--- src/hdl/fdmd_pkg.sv ---
// Shared constants and types for the frame-difference motion detector.
// No dependencies.
package fdmd_pkg;
  localparam int MaxWidth  = 1024;
  localparam int MaxHeight = 1024;
  localparam int ColW      = $clog2(MaxWidth);
  localparam int RowW      = $clog2(MaxHeight);
  localparam int AddrW     = ColW + RowW;
  localparam int CntW      = 21;

  localparam logic [2:0] RegWidth  = 3'd0;
  localparam logic [2:0] RegHeight = 3'd1;
  localparam logic [2:0] RegThresh = 3'd2;
  localparam logic [2:0] RegStart  = 3'd3;
  localparam logic [2:0] RegEnd    = 3'd4;
  localparam logic [2:0] RegPixTh  = 3'd5;

  typedef struct packed {
    logic [10:0] line_len;
    logic [10:0] line_count;
    logic [13:0] share_thresh;
    logic [7:0]  start_frames;
    logic [7:0]  end_frames;
    logic [7:0]  pixel_threshold;
  } cfg_t;

  typedef struct packed {
    logic [31:0] frame_number;
    logic        first_frame;
    logic [20:0] changed_count;
    logic        motion_now;
    logic        motion_state;
    logic        motion_rise;
    logic        motion_fall;
  } result_t;

  // Effective size: zero reads as one, large values clamp to the maximum.
  function automatic logic [10:0] eff_size(input logic [10:0] v, input logic [10:0] maxv);
    logic [10:0] r;
    r = v;
    if (v == 11'd0) r = 11'd1;
    else if (v > maxv) r = maxv;
    return r;
  endfunction
endpackage

--- src/hdl/fdmd_if.sv ---


interface fdmd_res_if;
  logic              valid;
  logic              ready;
  fdmd_pkg::result_t res;
  modport source (output valid, output res, input ready);
  modport sink   (input valid, input res, output ready);
endinterface

--- src/hdl/fdmd_decide.sv ---
// Frame decision: share test, hysteresis run counters, result register.
// Depends on fdmd_pkg, fdmd_if.
module fdmd_decide (
  input  logic              clk,
  input  logic              rst_n,
  input  fdmd_pkg::cfg_t    cfg,
  input  logic              done,
  input  logic              first,
  input  logic [20:0]       count,
  output logic              busy,
  fdmd_res_if.source        res_o
);
  typedef enum logic [2:0] {D_IDLE, D_MUL1, D_MUL2, D_CMP, D_OUT} state_t;
  state_t state_r;
  logic [31:0] frame_r;
  logic        active_r;
  logic [7:0]  mv_r, st_r;
  logic [35:0] lhs_r;
  logic [24:0] wh_r;
  logic [38:0] rhs_r;
  logic        first_r;
  logic [20:0] cnt_r;
  logic [10:0] w, h;
  assign w = fdmd_pkg::eff_size(cfg.line_len, 11'(fdmd_pkg::MaxWidth));
  assign h = fdmd_pkg::eff_size(cfg.line_count, 11'(fdmd_pkg::MaxHeight));

  logic now;
  assign now = !first_r && ({3'd0, lhs_r} >= rhs_r);
  logic [7:0] mv_inc, st_inc;
  assign mv_inc = (mv_r == 8'hFF) ? mv_r : mv_r + 8'd1;
  assign st_inc = (st_r == 8'hFF) ? st_r : st_r + 8'd1;

  assign busy = (state_r != D_IDLE);

  always_ff @(posedge clk) begin
    if (!rst_n) begin
      state_r <= D_IDLE; frame_r <= '0; active_r <= 1'b0; mv_r <= '0; st_r <= '0;
      res_o.valid <= 1'b0;
    end else begin
      unique case (state_r)
        D_IDLE: if (done) begin
          first_r <= first; cnt_r <= count;
          state_r <= D_MUL1;
        end
        D_MUL1: begin
          lhs_r <= 36'(cnt_r) * 36'd10000;
          wh_r <= 25'(w) * 25'(h);
          state_r <= D_MUL2;
        end
        D_MUL2: begin
          rhs_r <= 39'(wh_r) * 39'(cfg.share_thresh);
          state_r <= D_CMP;
        end
        D_CMP: begin
          res_o.res.frame_number <= frame_r;
          res_o.res.first_frame <= first_r;
          res_o.res.changed_count <= cnt_r;
          res_o.res.motion_now <= now;
          res_o.res.motion_rise <= 1'b0;
          res_o.res.motion_fall <= 1'b0;
          res_o.res.motion_state <= active_r;
          if (!first_r) begin
            if (!active_r) begin
              if (now) begin
                if (mv_inc >= cfg.start_frames) begin
                  active_r <= 1'b1; mv_r <= '0;
                  res_o.res.motion_rise <= 1'b1; res_o.res.motion_state <= 1'b1;
                end else mv_r <= mv_inc;
              end else mv_r <= '0;
            end else begin
              if (!now) begin
                if (st_inc >= cfg.end_frames) begin
                  active_r <= 1'b0; st_r <= '0;
                  res_o.res.motion_fall <= 1'b1; res_o.res.motion_state <= 1'b0;
                end else st_r <= st_inc;
              end else st_r <= '0;
            end
          end
          frame_r <= frame_r + 32'd1;
          res_o.valid <= 1'b1;
          state_r <= D_OUT;
        end
        D_OUT: if (res_o.ready) begin
          res_o.valid <= 1'b0;
          state_r <= D_IDLE;
        end
        default: state_r <= D_IDLE;
      endcase
    end
  end
endmodule

--- src/flat_wrapper.sv ---
// flat-port wrapper written by rule: the top's interface ports become plain ports
module fdmd_decide_flat 
  (clk, rst_n, cfg, done, first, count, busy, res_o_valid, res_o_res, res_o_ready);
  fdmd_res_if res_o_i ();
  input  logic clk;
  input  logic rst_n;
  input  fdmd_pkg::cfg_t cfg;
  input  logic done;
  input  logic first;
  input  logic [20:0] count;
  output logic busy;
  output wire logic [$bits(res_o_i.valid)-1:0] res_o_valid;
  output wire logic [$bits(res_o_i.res)-1:0] res_o_res;
  input wire logic [$bits(res_o_i.ready)-1:0] res_o_ready;
  assign res_o_valid = res_o_i.valid;
  assign res_o_res = res_o_i.res;
  assign res_o_i.ready = res_o_ready;
  fdmd_decide u_core (.clk(clk), .rst_n(rst_n), .cfg(cfg), .done(done), .first(first), .count(count), .busy(busy), .res_o(res_o_i));
endmodule
--- config.mk ---
export PLATFORM = sky130hd
export DESIGN_NAME = fdmd_decide_flat
export DESIGN_NICKNAME = d
export VERILOG_FILES = /design/src/hdl/fdmd_pkg.sv /design/src/hdl/fdmd_if.sv /design/src/hdl/fdmd_decide.sv /design/src/flat_wrapper.sv
export SDC_FILE = /design/constraint.sdc
export NUM_CORES = 1
export LEC_CHECK = 0
export ABC_CLOCK_PERIOD_IN_PS = 8050
export BUFFER_PORTS_ARGS = -buffer_cell sky130_fd_sc_hd__buf_2
export CORE_AREA = 4 4 300 302
export CTS_CLUSTER_DIAMETER = 40
export CTS_CLUSTER_SIZE = 28
export DETAILED_ROUTE_END_ITERATION = 8
export DIE_AREA = 0 0 304 306
export GPL_ROUTABILITY_DRIVEN = 0
export HOLD_SLACK_MARGIN = 0.1
export PLACE_DENSITY = 0.57
export SLEW_MARGIN = 40
export SYNTH_ARGS = -nofsm -noshare
export SYNTH_HDL_FRONTEND = slang
export SYNTH_SLANG_ARGS = --single-unit
export TNS_END_PERCENT = 20
--- constraint.sdc ---
create_clock -name clk -period 8.05 [get_ports clk]
set_clock_uncertainty 0.2 [all_clocks]
set_input_delay 1.61 -clock clk [delete_from_list [all_inputs] [get_ports clk]]
set_output_delay 1.61 -clock clk [all_outputs]
set_load 0.05 [all_outputs]
==> results.yml, run 1 <==
clock_tree:
  cts_tree: "built"
  worstSkewPairLatency_ps: 560
  clkTransAtPathRegs_ps: 60
  ctsHtreeMaxLevel: 2
  cts.sinks: 222
  hold_buffers: 0
  cts.path.max_buffers: 3
  cts-root-buf: "clkbuf_16"
  postCtsSetupRepairBufs: 0
  cts_resized: 0
  cts_buffers: 41
route:
  drtIter0Drc: 796
  drt-wirelength-per-cell_um: 13.73
  first_pass_iters: 5
  drc_errors: 0
  routed_wirelength_mm: 54.55
  via_count: 17860
  via_per_inst: 4.496
  ant_nets: 0
setup_path:
  critical_path_required_ps: 8170
  path_class: "in -> reg"
  start_kind: "primary input"
  cp.arrival_ps: 7460
  worst-path-max-fanout: 11
  crit_path_end_kind: "register"
timing:
  maxSlewHeadroom_pct: 46.84
  fin_tns_setup_ps: 0
  worstMarginPinSlew_ps: 797.4
  finalCritPeriodShare_pct: 91.21
  hold_violations: 0
  final-setup-viol-count: 0
  maxSlewViolCount: 0
  period_minus_slack_ps: 7343
  rsz0062_at_grt: "false"
  fmax_mhz: 136.2
worst_hold_path:
  min_path_type: "reg -> reg"
finish:
  postLayoutCoreUtil_pct: 33.68
  final_cell_mix: "513 x inv_1, 367 x fa_1, 295 x ha_1"
  area_delta_synth_final_pct: 13.65
  drive_above_1_share_pct: 9.515
  layout_commonest_cell: "inv_1"
  finalNetCount: 3521
synth:
  seq_area_frac_synth_pct: 23.61
  synth_edf_count: 169
  syn_area_um2: 25990
  synthArstFlopShare_pct: 0
  synth_area_per_cell_um2: 9.855
  synthCells: 2637
  ys.flop_type: "edfxtp_1"
  ys_warn_count: 0
  synth_cell_type_count: 73
  synth_nets: 3385
  ys_ff_latch: 222
floorplanning:
  rows: 109
  core_um2: 87690
  die_height_um: 306
  die_w_um: 304
  die_area_um2: 93020
  io-pin-count: 146
  initial_core_util_pct: 29.63
global_routing:
  grt_antenna_before_repair: 1
  grt_overflow: 0
  grt_first_pass_wirelength_mm: 95.58
  grt_pass1_vias: 19500
  grt_start_max_net_pins: 60
  grt.total_usage_pct: 12.25
pwr:
  irDropWorstVdd_mv: 0.5178
  power_leakage_nw: 14.10
  p_per_area_nw_per_um2: 353.8
run_status:
  status: "completed"
run:
  max_cap_viol_count: 0
placement:
  dp_hpwl_mm: 44.34
  portBuffers: 137
-- critical path: stages --
cell and delay, ps:
buf_2 210, buf_4 230, nand2_1 90, fa_1 550, inv_1 50, fa_1 500
fa_1 510, inv_1 50, fa_1 470, inv_1 50, fa_1 560, inv_1 70
fa_1 530, inv_1 40, ha_1 370, nand3_1 140, nor4_1 300, buf_4 170
nand3_1 70, a21oi_1 320, nor4_1 140, and3b_1 240, nor2_1 50, xnor2_1 110
-- registers in the layout, summed over array words and instances (netlist names), 3 cells and up --
| register | cells |
|---|---|
| u_core.cnt_r | 21 |
| u_core.frame_r | 32 |
| u_core.lhs_r | 31 |
| u_core.mv_r | 8 |
| u_core.res_o.res | 58 |
| u_core.rhs_r | 36 |
| u_core.st_r | 8 |
| u_core.state_r | 3 |
| u_core.wh_r | 22 |
-- Yosys cell counts (3+ instances only) --
library cell / count / share of area, %
a31oi_1: 9 / 0.22
o21ai_0: 43 / 0.83
nor2b_1: 31 / 0.75
nand3b_1: 4 / 0.12
edfxtp_1: 169 / 20
or3_1: 5 / 0.12
a21oi_2: 3 / 0.10
a211oi_1: 11 / 0.32
inv_1: 513 / 7.4
a2111oi_0: 6 / 0.20
o21ai_1: 8 / 0.15
a21boi_0: 3 / 0.087
o21a_1: 14 / 0.40
a21o_1: 33 / 0.95
a21oi_1: 67 / 1.3
nand4_1: 11 / 0.26
o31a_1: 3 / 0.10
a211o_1: 3 / 0.10
nand3_1: 44 / 0.85
ha_1: 295 / 14
nand2_1: 290 / 4.2
clkbuf_1: 78 / 1.1
o21bai_1: 13 / 0.38
and4_1: 3 / 0.10
xnor2_1: 78 / 2.6
fa_1: 367 / 28
a22o_1: 6 / 0.20
nand2b_1: 23 / 0.55
o31ai_1: 4 / 0.12
xor2_1: 29 / 0.98
nor3_1: 20 / 0.39
nor2_1: 129 / 1.9
and2_1: 189 / 4.5
or2_2: 5 / 0.12
o211ai_1: 6 / 0.17
and3_1: 15 / 0.36
nor4_1: 8 / 0.19
dfxtp_1: 53 / 4.1
o22ai_1: 3 / 0.072
-- report_power, final --
part	switching (mW)	internal, mW
Clock	0.645	1.09
Combinational	3.95	2.98
Sequential	0.0715	1.71
-- metal layers --
metal,GRT usage [%],wire length (um)
met2,22.38,27710
met5,0,0
met3,1.637,1448
met1,15.51,24410
met4,2.487,987
-- worst paths after layout --
path	from	end	slack, ps	cells after the start
hold / removal	u_core.frame_r[29]$_SDFFE_PN0P_	u_core.res_o.res[55]$_DFFE_PP_	250	0
setup reg to reg	u_core.wh_r[7]$_DFFE_PP_	u_core.rhs_r[35]$_DFFE_PP_	1300	21
hold reg to reg	u_core.frame_r[29]$_SDFFE_PN0P_	u_core.res_o.res[55]$_DFFE_PP_	250	0
setup / recovery	cfg[28]	u_core.rhs_r[35]$_DFFE_PP_	710	24
-- cells by family (layout without fill, tap and decap cells) --
| family | count (synthesis) | after routing | share of synthesized area [%] |
|---|---|---|---|
| AO/OA/AOI/OAI | 261 | 261 | 6.798 |
| multiplexers | 3 | 3 | 0.1252 |
| flip-flops | 222 | 222 | 23.61 |
| other | 0 | 1 | 0 |
| buffers and inverters | 593 | 762 | 8.570 |
| AND/OR/NAND/NOR | 789 | 789 | 14.81 |
| adder cells (fa/ha/maj) | 662 | 662 | 42.47 |
| XOR/XNOR | 107 | 107 | 3.606 |
-- through the flow --
stage	setup WS (ps)	hold WS (ps)	power, mW	cell area (um2)	instances
after floorplan	459.9	224.4	7.263	25990	2637
after global placement	139.0	251.4	8.802	28120	3895
after detailed placement	167.7	257.0	8.797	28120	3895
after CTS	771.3	251.5	10.63	29530	3971
after global routing	444.8	272.4	11.69	29540	3972
final	707.3	252.8	10.45	29540	3972
-- final cells by class --
type	count	area, um2
fill	8994	58160
multi-input combinational	1822	17650
sequential	222	6136
inverter	514	1929
tap	1165	1458
clock buffer	47	1091
timing repair buffer	172	948.4
clock inverter	29	320.3
antenna	1	2.502
Note: power is estimated with default switching activity, not from simulation.
==> run 2: changes to the inputs <==
--- a/config.mk
+++ b/config.mk
@@ -5,7 +5,7 @@
 export SDC_FILE = /design/constraint.sdc
 export NUM_CORES = 1
 export LEC_CHECK = 0
-export ABC_CLOCK_PERIOD_IN_PS = 8050
+export ABC_CLOCK_PERIOD_IN_PS = 7300
 export BUFFER_PORTS_ARGS = -buffer_cell sky130_fd_sc_hd__buf_2
 export CORE_AREA = 4 4 300 302
 export CTS_CLUSTER_DIAMETER = 40
==> constraint.sdc (replaced) <==
create_clock -name clk -period 7.3 [get_ports clk]
set_clock_uncertainty 0.2 [all_clocks]
set_input_delay 1.46 -clock clk [delete_from_list [all_inputs] [get_ports clk]]
set_output_delay 1.46 -clock clk [all_outputs]
set_load 0.05 [all_outputs]
==> results.yml, run 2 (synthesized netlist as in run 1, its figures left out) <==
run_status:
  status: "completed"
clock_tree:
  cts_buffers: 43
  clkTransAtPathRegs_ps: 60
  cts.path.max_buffers: 3
  cts-root-buf: "clkbuf_16"
  cts_tree: "built"
  ctsHtreeMaxLevel: 2
  hold_buffers: 0
  postCtsSetupRepairBufs: 0
  cts.sinks: 222
  cts_resized: 0
  worstSkewPairLatency_ps: 550
finish:
  largest-register: "u_core.res_o.res"
  largest_register_ffs: 58
  finalNetCount: 3639
  postLayoutCoreUtil_pct: 34.77
  drive_above_1_share_pct: 13.30
  final_cell_mix: "513 x inv_1, 367 x fa_1, 295 x ha_1"
  layout_commonest_cell: "inv_1"
  area_delta_synth_final_pct: 17.34
  reg_top3: "u_core.res_o.res x58, u_core.rhs_r x36, u_core.frame_r x32"
global_routing:
  grt_first_pass_wirelength_mm: 96.30
  grt_pass1_vias: 19660
  grt_overflow: 0
  grt.total_usage_pct: 12.30
  grt_start_max_net_pins: 60
  grt_antenna_before_repair: 2
pwr:
  p_total_mw: 13.14
  irDropWorstVdd_mv: 0.7243
  p_per_area_nw_per_um2: 430.8
  power_leakage_nw: 14.68
placement:
  portBuffers: 137
  dp_hpwl_mm: 45.75
  place_ws_ps: -355.9
timing:
  maxSlewViolCount: 0
  fin_tns_setup_ps: 0
  hold_violations: 0
  period_minus_slack_ps: 7051
  maxSlewHeadroom_pct: 47.36
  fmax_mhz: 141.8
  finalCritPeriodShare_pct: 96.59
  fin_ws_ps: 249.3
  rsz0062_at_grt: "false"
  final-setup-viol-count: 0
  worstMarginPinSlew_ps: 789.6
setup_path:
  crit_path_end_kind: "register"
  critical_path_required_ps: 7370
  path_class: "in -> reg"
  cp.arrival_ps: 7120
  timing.rr.start: "u_core.wh_r[7]$_DFFE_PP_"
  start_kind: "primary input"
  worst-path-max-fanout: 15
  critical_path.cell_chain: "buf_2 -> buf_12 -> nand2_1 -> fa_1 -> inv_1 -> fa_1 -> fa_1 -> inv_1 -> fa_1 -> fa_1 -> fa_1 -> inv_1 -> ha_1 -> and4_1 -> a21boi_1 -> a21o_1 -> or3_1 -> a31o_2 -> a31oi_1 -> or4b_1 -> nand3_1"
  startpoint: "cfg[28]"
  critPathSlowestCell: "fa_1"
  max_stage_delay_ps: 560
  critPathMostFrequentCell: "fa_1"
floorplanning:
  io-pin-count: 146
  core_um2: 87690
  initial_core_util_pct: 29.63
  rows: 109
  die_w_um: 304
  die_height_um: 306
  die_area_um2: 93020
route:
  drt-wirelength-per-cell_um: 13.42
  via_per_inst: 4.460
  drc_errors: 0
  ant_nets: 0
  drtIter0Drc: 705
  via_count: 18240
  first_pass_iters: 4
  routed_wirelength_mm: 54.89
run:
  max_cap_viol_count: 0
worst_hold_path:
  min_from: "u_core.frame_r[31]$_SDFFE_PN0P_"
  min_path_type: "reg -> reg"
==> run 2: cell types whose count changed in the layout (fill, tap and decap cells not counted), moves of 2 or more <==
cell,previous run,this run
clkinv_2,4,2
inv_6,7,9
buf_4,35,148
clkinv_8,2,0
clkinv_4,3,1
inv_8,2,0
inv_16,0,2
clkinvlp_4,3,9
buf_12,0,3
==> run 2: worst max-delay path, delay by kind of cell <==
| kind | cells | cell delay (ps) |
|---|---|---|
| simple gates | 5 | 880 |
| fa+ha+maj | 7 | 3420 |
| buf+inv | 5 | 470 |
| compound gates | 4 | 890 |
==> run 2: cell type report <==
type	count	area (um2)
tap	1165	1458
timing repair buffer	288	1857
fill	8970	57200
clock inverter	32	346.6
antenna	1	2.502
multi-input combinational	1822	17660
sequential	222	6136
inverter	514	1929
clock buffer	47	1101
==> run 2: worst paths after layout <==
check	end	slack (ps)	cells past startpoint
max	u_core.rhs_r[32]$_DFFE_PP_	250	21
max reg2reg	u_core.rhs_r[35]$_DFFE_PP_	660	20
min	u_core.res_o.res[57]$_DFFE_PP_	260	0
min reg2reg	u_core.res_o.res[57]$_DFFE_PP_	260	0
==> run 2: report_power, final <==
part	internal [mW]	leakage (nW)	switching, mW
Sequential	1.89	2.03	0.0724
Clock	1.25	0.682	0.713
Combinational	4.52	12.0	4.69
Total	7.66	14.7	5.48
==> run 2: per-layer routing <==
metal | share of wire, % | global-route usage [%] | wire length, um | vias to the layer above
met3 | 2.8 | 1.478 | 1533 | 69
met5 | 0 | 0 | 0 | -
met1 | 45 | 15.73 | 24520 | 9076
li1 | - | - | - | 8905
met4 | 1.9 | 2.586 | 1028 | 0
met2 | 51 | 22.37 | 27810 | 194
==> run 2: metrics by stage <==
| stage | cells | hold WS (ps) | instance area (um2) |
|---|---|---|---|
| 2_1_floorplan | 2637 | 224.4 | 25990 |
| 3_3_place_gp | 4011 | 238.8 | 29030 |
| 3_5_place_dp | 4011 | 241.5 | 29030 |
| 4_1_cts | 4090 | 260.6 | 30470 |
| 5_1_grt | 4091 | 274.3 | 30490 |
| 6_report | 4091 | 262.3 | 30490 |
